[src/hdl/swam_pkg.sv]
// Shared constants, operation codes and the count-update command type.
`default_nettype none

package swam_pkg;

	localparam int LETTER_W = 5;
	localparam int LETTER_SLOTS = 32;

	localparam int DEF_ALPHABET_SIZE = 26;
	localparam int DEF_MAX_PATTERN = 32;
	localparam int DEF_POSITION_WIDTH = 16;

	localparam logic [1:0] OP_CLEAR = 2'd0;
	localparam logic [1:0] OP_PATTERN = 2'd1;
	localparam logic [1:0] OP_RESTART = 2'd2;
	localparam logic [1:0] OP_TEXT = 2'd3;

	typedef struct packed {
		logic                valid;
		logic                clear_all;
		logic                empty_win;
		logic                pat_add;
		logic                win_add;
		logic                win_drop;
		logic [LETTER_W-1:0] letter;
		logic [LETTER_W-1:0] old_letter;
	} cnt_cmd_t;

endpackage

`default_nettype wire

[src/hdl/swam_ring.sv]
// Ring memory of recent text letters with a registered, write-forwarding read port.
`default_nettype none

module swam_ring
	import swam_pkg::*;
#(
	parameter int MAX_PATTERN = DEF_MAX_PATTERN,
	parameter int RAW = (MAX_PATTERN > 1) ? $clog2(MAX_PATTERN) : 1
) (
	input  wire logic                clk,
	input  wire logic                wr_en,
	input  wire logic [RAW-1:0]      wr_addr,
	input  wire logic [LETTER_W-1:0] wr_data,
	input  wire logic [RAW-1:0]      rd_addr,
	output logic      [LETTER_W-1:0] rd_data
);

	logic [LETTER_W-1:0] mem [MAX_PATTERN];

	always_ff @(posedge clk) begin
		if (wr_en) begin
			mem[wr_addr] <= wr_data;
		end
		if (wr_en && (wr_addr == rd_addr)) begin
			rd_data <= wr_data;
		end else begin
			rd_data <= mem[rd_addr];
		end
	end

endmodule

`default_nettype wire

[src/hdl/swam_counts.sv]
// Per-letter pattern and window counts with the all-equal detector.
`default_nettype none

module swam_counts
	import swam_pkg::*;
#(
	parameter int ALPHABET_SIZE = DEF_ALPHABET_SIZE,
	parameter int MAX_PATTERN = DEF_MAX_PATTERN
) (
	input  wire logic     clk,
	input  wire logic     arst_n,
	input  wire cnt_cmd_t cmd,
	output logic          no_diff
);

	localparam int CW = $clog2(MAX_PATTERN + 1);

	logic [LETTER_SLOTS-1:0] eq_next;

	for (genvar i = 0; i < LETTER_SLOTS; i++) begin : g_slot
		logic [CW-1:0] win_cnt_q;
		logic [CW-1:0] win_next;
		logic [CW-1:0] pat_next;
		logic          hit_in;
		logic          hit_out;

		assign hit_in = cmd.win_add && (cmd.letter == LETTER_W'(i));
		assign hit_out = cmd.win_drop && (cmd.old_letter == LETTER_W'(i)) && (win_cnt_q != '0);
		assign win_next = (cmd.clear_all || cmd.empty_win) ? '0 :
			win_cnt_q - CW'(hit_out) + CW'(hit_in);

		always_ff @(posedge clk or negedge arst_n) begin
			if (!arst_n) begin
				win_cnt_q <= '0;
			end else if (cmd.valid) begin
				win_cnt_q <= win_next;
			end
		end

		if (i < ALPHABET_SIZE) begin : g_pat
			logic [CW-1:0] pat_cnt_q;
			logic          pat_in;

			assign pat_in = cmd.pat_add && (cmd.letter == LETTER_W'(i));
			assign pat_next = cmd.clear_all ? '0 : pat_cnt_q + CW'(pat_in);

			always_ff @(posedge clk or negedge arst_n) begin
				if (!arst_n) begin
					pat_cnt_q <= '0;
				end else if (cmd.valid) begin
					pat_cnt_q <= pat_next;
				end
			end
		end else begin : g_foreign
			assign pat_next = '0;
		end

		assign eq_next[i] = (pat_next == win_next);
	end

	assign no_diff = &eq_next;

endmodule

`default_nettype wire

[src/hdl/sliding_window_anagram_match_core.sv]
// Top level of the sliding-window anagram matcher.
`default_nettype none

// Each input beat carries an operation (clear all, add pattern letter, restart
// text, text letter) and a letter, and produces exactly one result beat with a
// match flag, the matching window's start position and a pattern overflow flag.
// The block takes one beat per clock cycle while the output is not stalled; a
// beat passes an input register and then a result register on its way to the
// output. All letter counts sit in flip-flops cleared by reset, so the block is
// ready right after reset with no clearing pass. The ring of recent letters is
// a memory with a registered read port, its address computed ahead from the
// next pointer and pattern length.
module sliding_window_anagram_match_core
	import swam_pkg::*;
#(
	parameter int ALPHABET_SIZE = DEF_ALPHABET_SIZE,
	parameter int MAX_PATTERN = DEF_MAX_PATTERN,
	parameter int POSITION_WIDTH = DEF_POSITION_WIDTH
) (
	input  wire logic                      clk,
	input  wire logic                      arst_n,
	input  wire logic                      in_valid,
	output logic                           in_stall,
	input  wire logic [1:0]                operation,
	input  wire logic [LETTER_W-1:0]       letter,
	output logic                           out_valid,
	input  wire logic                      out_stall,
	output logic                           match,
	output logic      [POSITION_WIDTH-1:0] start_position,
	output logic                           pattern_overflow
);

	localparam int CW = $clog2(MAX_PATTERN + 1);
	localparam int SW = CW + 1;
	localparam int RAW = (MAX_PATTERN > 1) ? $clog2(MAX_PATTERN) : 1;

	logic                      vld_s1;
	logic [1:0]                op_s1;
	logic [LETTER_W-1:0]       letter_s1;

	logic [CW-1:0]             plen_q;
	logic [CW-1:0]             fill_q;
	logic [RAW-1:0]            ptr_q;
	logic [POSITION_WIDTH-1:0] pos_q;

	logic [CW-1:0]             plen_next;
	logic [CW-1:0]             fill_next;
	logic [RAW-1:0]            ptr_next;
	logic [POSITION_WIDTH-1:0] pos_next;

	logic                      out_valid_q;
	logic                      match_q;
	logic [POSITION_WIDTH-1:0] start_q;
	logic                      ovf_q;

	logic                      out_free;
	logic                      advance;
	logic                      accept;
	logic                      is_clear;
	logic                      is_pat;
	logic                      is_restart;
	logic                      is_text;
	logic                      pat_full;
	logic                      pat_take;
	logic                      text_live;
	logic                      win_full;
	logic                      now_full;
	logic                      no_diff;
	logic                      hit;
	logic [RAW-1:0]            ptr_inc;
	logic [SW-1:0]             back_sum;
	logic [RAW-1:0]            rd_addr;
	logic [LETTER_W-1:0]       old_letter;
	logic [POSITION_WIDTH-1:0] start_calc;
	cnt_cmd_t                  cmd;

	assign out_free = !out_valid_q || !out_stall;
	assign advance = vld_s1 && out_free;
	assign in_stall = vld_s1 && !out_free;
	assign accept = in_valid && !in_stall;

	assign is_clear = (op_s1 == OP_CLEAR);
	assign is_pat = (op_s1 == OP_PATTERN);
	assign is_restart = (op_s1 == OP_RESTART);
	assign is_text = (op_s1 == OP_TEXT);

	assign pat_full = (plen_q >= CW'(MAX_PATTERN));
	assign pat_take = is_pat && !pat_full &&
		({1'b0, letter_s1} < (LETTER_W + 1)'(ALPHABET_SIZE));
	assign text_live = is_text && (plen_q != '0);
	assign win_full = (fill_q >= plen_q);
	assign now_full = win_full || ((fill_q + CW'(1)) == plen_q);
	assign hit = text_live && now_full && no_diff;
	assign start_calc = pos_q + POSITION_WIDTH'(1) - POSITION_WIDTH'(plen_q);
	assign ptr_inc = (ptr_q == RAW'(MAX_PATTERN - 1)) ? '0 : ptr_q + RAW'(1);

	always_comb begin
		cmd.valid = advance;
		cmd.clear_all = is_clear;
		cmd.empty_win = is_restart || pat_take;
		cmd.pat_add = pat_take;
		cmd.win_add = text_live;
		cmd.win_drop = text_live && win_full;
		cmd.letter = letter_s1;
		cmd.old_letter = old_letter;
	end

	always_comb begin
		plen_next = plen_q;
		fill_next = fill_q;
		ptr_next = ptr_q;
		pos_next = pos_q;
		if (advance) begin
			case (op_s1)
				OP_CLEAR: begin
					plen_next = '0;
					fill_next = '0;
					ptr_next = '0;
					pos_next = '0;
				end
				OP_PATTERN: begin
					if (pat_take) begin
						plen_next = plen_q + CW'(1);
						fill_next = '0;
						ptr_next = '0;
					end
				end
				OP_RESTART: begin
					fill_next = '0;
					ptr_next = '0;
					pos_next = '0;
				end
				OP_TEXT: begin
					if (text_live) begin
						fill_next = win_full ? fill_q : fill_q + CW'(1);
						ptr_next = ptr_inc;
					end
					pos_next = pos_q + POSITION_WIDTH'(1);
				end
				default: begin
					pos_next = pos_q;
				end
			endcase
		end
	end

	always_comb begin
		back_sum = SW'(ptr_next) + SW'(MAX_PATTERN) - SW'(plen_next);
		if (back_sum >= SW'(MAX_PATTERN)) begin
			rd_addr = RAW'(back_sum - SW'(MAX_PATTERN));
		end else begin
			rd_addr = RAW'(back_sum);
		end
	end

	always_ff @(posedge clk or negedge arst_n) begin
		if (!arst_n) begin
			vld_s1 <= 1'b0;
			plen_q <= '0;
			fill_q <= '0;
			ptr_q <= '0;
			pos_q <= '0;
			out_valid_q <= 1'b0;
		end else begin
			if (accept) begin
				vld_s1 <= 1'b1;
			end else if (advance) begin
				vld_s1 <= 1'b0;
			end
			plen_q <= plen_next;
			fill_q <= fill_next;
			ptr_q <= ptr_next;
			pos_q <= pos_next;
			if (out_free) begin
				out_valid_q <= vld_s1;
			end
		end
	end

	always_ff @(posedge clk) begin
		if (accept) begin
			op_s1 <= operation;
			letter_s1 <= letter;
		end
		if (advance) begin
			match_q <= hit;
			start_q <= hit ? start_calc : '0;
			ovf_q <= is_pat && pat_full;
		end
	end

	swam_ring #(
		.MAX_PATTERN(MAX_PATTERN),
		.RAW(RAW)
	) u_ring (
		.clk(clk),
		.wr_en(advance && text_live),
		.wr_addr(ptr_q),
		.wr_data(letter_s1),
		.rd_addr(rd_addr),
		.rd_data(old_letter)
	);

	swam_counts #(
		.ALPHABET_SIZE(ALPHABET_SIZE),
		.MAX_PATTERN(MAX_PATTERN)
	) u_counts (
		.clk(clk),
		.arst_n(arst_n),
		.cmd(cmd),
		.no_diff(no_diff)
	);

	assign out_valid = out_valid_q;
	assign match = match_q;
	assign start_position = start_q;
	assign pattern_overflow = ovf_q;

endmodule

`default_nettype wire

[config.mk]
export PLATFORM = sky130hd
export DESIGN_NAME = sliding_window_anagram_match_core
export DESIGN_NICKNAME = d
export VERILOG_FILES = /design/src/hdl/swam_pkg.sv /design/src/hdl/swam_ring.sv /design/src/hdl/swam_counts.sv /design/src/hdl/sliding_window_anagram_match_core.sv
export SDC_FILE = /design/constraint.sdc
export NUM_CORES = 2
export LEC_CHECK = 0
export CELL_PAD_IN_SITES_DETAIL_PLACEMENT = 0
export CELL_PAD_IN_SITES_GLOBAL_PLACEMENT = 1
export CORE_ASPECT_RATIO = 2
export CORE_MARGIN = 5
export CORE_UTILIZATION = 56
export CTS_CLUSTER_DIAMETER = 50
export DETAILED_ROUTE_END_ITERATION = 10
export DONT_BUFFER_PORTS = 1
export PLACE_DENSITY_LB_ADDON = 0.1
export SKIP_LAST_GASP = 1
export SLEW_MARGIN = 20
export SYNTH_ARGS = -nofsm -noshare
export SYNTH_HDL_FRONTEND = slang
export SYNTH_HIERARCHICAL = 1
export SYNTH_SLANG_ARGS = --single-unit
[constraint.sdc]
create_clock -name clk -period 9.68 [get_ports clk]
set_clock_uncertainty 0.2 [all_clocks]
set_input_delay 0.968 -clock clk [delete_from_list [all_inputs] [get_ports clk]]
set_output_delay 0.968 -clock clk [all_outputs]
set_load 0.02 [all_outputs]
==> results by group <==
Timing
  – Worst Tran Pin Value: 2.211 ns
  – Period utilization: 94.36%
  – Highest Clock Rate: 0.1095 GHz
  – Unrepaired setup endpoints after global routing: no
  – Min setup slack post-route: 0.5458 ns
  – Min Tclk post-route: 9.134 ns
  – Sum of negative setup slack: 0 ns
  – Slew HR: -47.42%
  – Hold slack: -0.1720 ns
  – Setup violations, final: 0
  – Final hold violations: 71
  – Slew Limit Fails: 284

Die
  – CORE AREA: 0.06773 mm2
  – Die Height: 379.6 um
  – Ports: 31
  – Row cnt: 135
  – Initial cell density of the core: 56.48%
  – Die area: 0.07395 mm2
  – Die width: 194.8 um

Worst setup path
  – Crit path max fanout: 21
  – Crit path DAT: 9.41 ns
  – Req. time, crit path: 9.96 ns
  – Kind of critical path: flop to flop
  – Worst Setup End Kind: flop
  – CP startpoint kind: flop
  – Reg-to-reg setup timing slack: 0.55 ns

Layout
  – Nets: 4,126
  – Area grow syn2layout: 7.000%
  – Layout cells sized above 1: 7.510%
  – Final Non-Filler Cells: 4,686

Synthesis
  – Yosys warnings: 6
  – Main combinational cell family by area after synthesis: simple AND/OR/NAND/NOR gates
  – Post-Synth XOR/XNOR Area: 7.297%
  – Syn Inst Count: 3,834
  – Synth async-reset ratio: 66.84%
  – Post-Syn Area: 0.03825 mm2
  – Yosys top cell by area: dfrtp_1
  – Number of synthesized flops with an enable pin: 185
  – Synth Register Bits: 573
  – Sequential area share after synthesis: 39.84%
  – Synth Area in Adders: 12.57%
  – Synth Net Count: 4,209
  – Largest cells by area after synthesis: dfrtp_1, edfxtp_1, ha_1
  – Mean area per synthesized cell: 9.977 um2
  – Yosys top cell area share: 25.05%
  – Simple-gate share of the synthesized area: 15.05%
  – Post-synthesis mux area share: 5.757%
  – Main flop type after synthesis: dfrtp_1
  – Compound-Gate Fraction of Synth Area: 14.38%
  – Unique cell type count in the Yosys netlist: 104

Status
  – Status: complete, but fails checks
  – Failing checks: hold timing, slew limit

GRT
  – First-pass GRT wire length: 183,900 um
  – Largest net degree at the start of global routing: 384
  – Vias in the first global route: 30,644
  – Initial antenna violation count: 1
  – Total gr overflow: 0
  – All-Layer GR Usage: 32.13%

Clock tree
  – Post-cts resize count: 0
  – CTS tree: built
  – Total CTS buffers: 55
  – Clock-pin slew on the worst setup and hold paths: 0.07 ns
  – Postcts setup bufs: 0
  – H-tree depth: 2
  – Clk buf depth: 3
  – Clk root buf: clkbuf_16
  – Worst-Skew Late Latency: 0.66 ns
  – Clock sinks: 573

Detailed routing
  – Total detailed-routing wirelength: 120,900 um
  – DR WL/cell: 25.80 um
  – Met1 wire length: 42,740 um
  – DRT Pass-1 Iters: 6
  – Vias/cell: 6.413
  – WL met3: 5844 um
  – Max layer used: met4
  – Vias: 30,051
  – Initial DRC Count: 2,208
  – Met2 routed WL: 60,410 um
  – Drc violations: 0
  – Post-route ant nets: 0

Place
  – DP Cell Count: 4,584
  – Worst slack at placement: 0.6658 ns
  – Dpl hpwl: 88,130 um
  – RD Place Congestion: 1.001
  – Number of port buffers: 0

Power
  – Total power: 9.087 mW
  – Pwr/cell area: 222.0 mW/mm2
  – Worst VDD drop: 184.8 uV
  – Pleak: 16.12 nW

Flow run
  – Maxcap violations: 0

Worst hold path
  – Type of the worst min-delay path: input port to async pin
cell families after synthesis:
| logic type | after synthesis |
|---|---|
| flops | 573 |
| simple gates | 1123 |
| compound gates | 814 |
| xor+xnor | 317 |
| mux | 151 |
| fa+ha+maj | 364 |
| buf+inv | 492 |
cell usage in the layout, fill, tap and decap left out, drive strengths merged, types with 13 or more instances in the layout:
master / instances
a21oi: 138
a21o: 29
nor4: 44
nand4: 27
nor2: 307
fa: 34
o22ai: 70
nor4bb: 37
or3: 29
a311oi: 23
nand2b: 22
xnor2: 227
nand3: 167
mux2: 42
nor2b: 14
a211oi: 25
ha: 330
xor2: 90
inv: 322
and3: 18
a31oi: 37
nand3b: 59
o31ai: 17
a31o: 14
o32ai: 22
mux4: 50
buf: 30
nor3: 93
o21bai: 25
mux2i: 59
o21ai: 197
dfrtp: 383
o2bb2ai: 126
nand2: 243
edfxtp: 185
clkbuf: 68
clkinv: 20
o211ai: 13
flip-flops by register name, summed over array words and instances, names as in the netlist, named ones only:
name                             flops
match                                1
out_valid                            1
pos_q                               16
pattern_overflow                     1
vld_s1                               1
start_position                      16
plen_q                               5
u_counts/g_slot.g_pat.pat_cnt_q    156
fill_q                               6
op_s1                                2
letter_s1                            5
ptr_q                                5
u_ring/mem                         160
u_counts/g_slot.win_cnt_q          192
metrics by stage:
stage | util [%] | cell area (um2)
3_3_place_gp | 57.52 | 38960
4_1_cts | 60.42 | 40930
2_1_floorplan | - | 38250
6_report | 60.43 | 40930
3_5_place_dp | 57.52 | 38960
5_1_grt | 60.42 | 40930
cells in the mapped netlist, types with 59 or more instances:
library cell / n
nor3_1: 90
edfxtp_1: 185
ha_1: 330
o2bb2ai_1: 126
nand2_1: 240
xnor2_1: 227
clkbuf_1: 107
o22ai_1: 70
nand3b_1: 59
xor2_1: 88
dfrtp_1: 383
nor2_1: 303
nand3_1: 165
inv_1: 319
o21ai_0: 189
a21oi_1: 135
metal layers:
layer  vias up  track usage [%]
li1      13760                -
met1     14884            35.42
met2      1007            56.04
met3       400            3.873
met4         0            24.39
met5         -                0
final timing paths:
check	endpoint	cells past startpoint
setup / recovery	start_position[7]	22
hold reg to reg	u_counts/g_slot[24].win_cnt_q[5]	1
max in group asynchronous	vld_s1	0
min in group clk	op_s1[1]	0
setup reg to reg	start_position[7]	22
hold / removal	u_counts/g_slot[2].win_cnt_q[5]	0
cell type report:
type | instances | area (um2)
antenna | 1 | 2.502
clock buffer | 68 | 1475
clock inverter | 33 | 489.2
fill | 5680 | 26800
inverter | 322 | 1221
multi-input combinational | 2769 | 21100
sequential | 573 | 15240
tap | 890 | 1114
timing repair buffer | 30 | 287.8
worst max-delay path: stages (launching register included):
cell and delay (ns):
dfxtp_2 0.61, buf_4 0.47, mux4_2 0.58, mux4_2 0.50, mux2_2 0.33, nor2_1 0.13
nand3_1 0.53, a311oi_1 0.47, ha_1 0.28, inv_1 0.05, ha_1 0.19, fa_1 0.54
nor4bb_1 0.33, a31oi_1 0.06, o21ai_0 0.71, nand4_1 0.24, nor4_1 0.44, o21ai_0 0.12
or4_1 0.53, nor4_2 0.63, and2_1 0.35, nand2_2 0.28, a211oi_1 0.32
report_power, final:
group	total, mW	internal (mW)	switching [mW]
registers	2.98	2.74	0.245
clock network	2.39	1.36	1.03
logic	3.72	1.41	2.31
No activity file was read; power rests on OpenSTA's default activity.
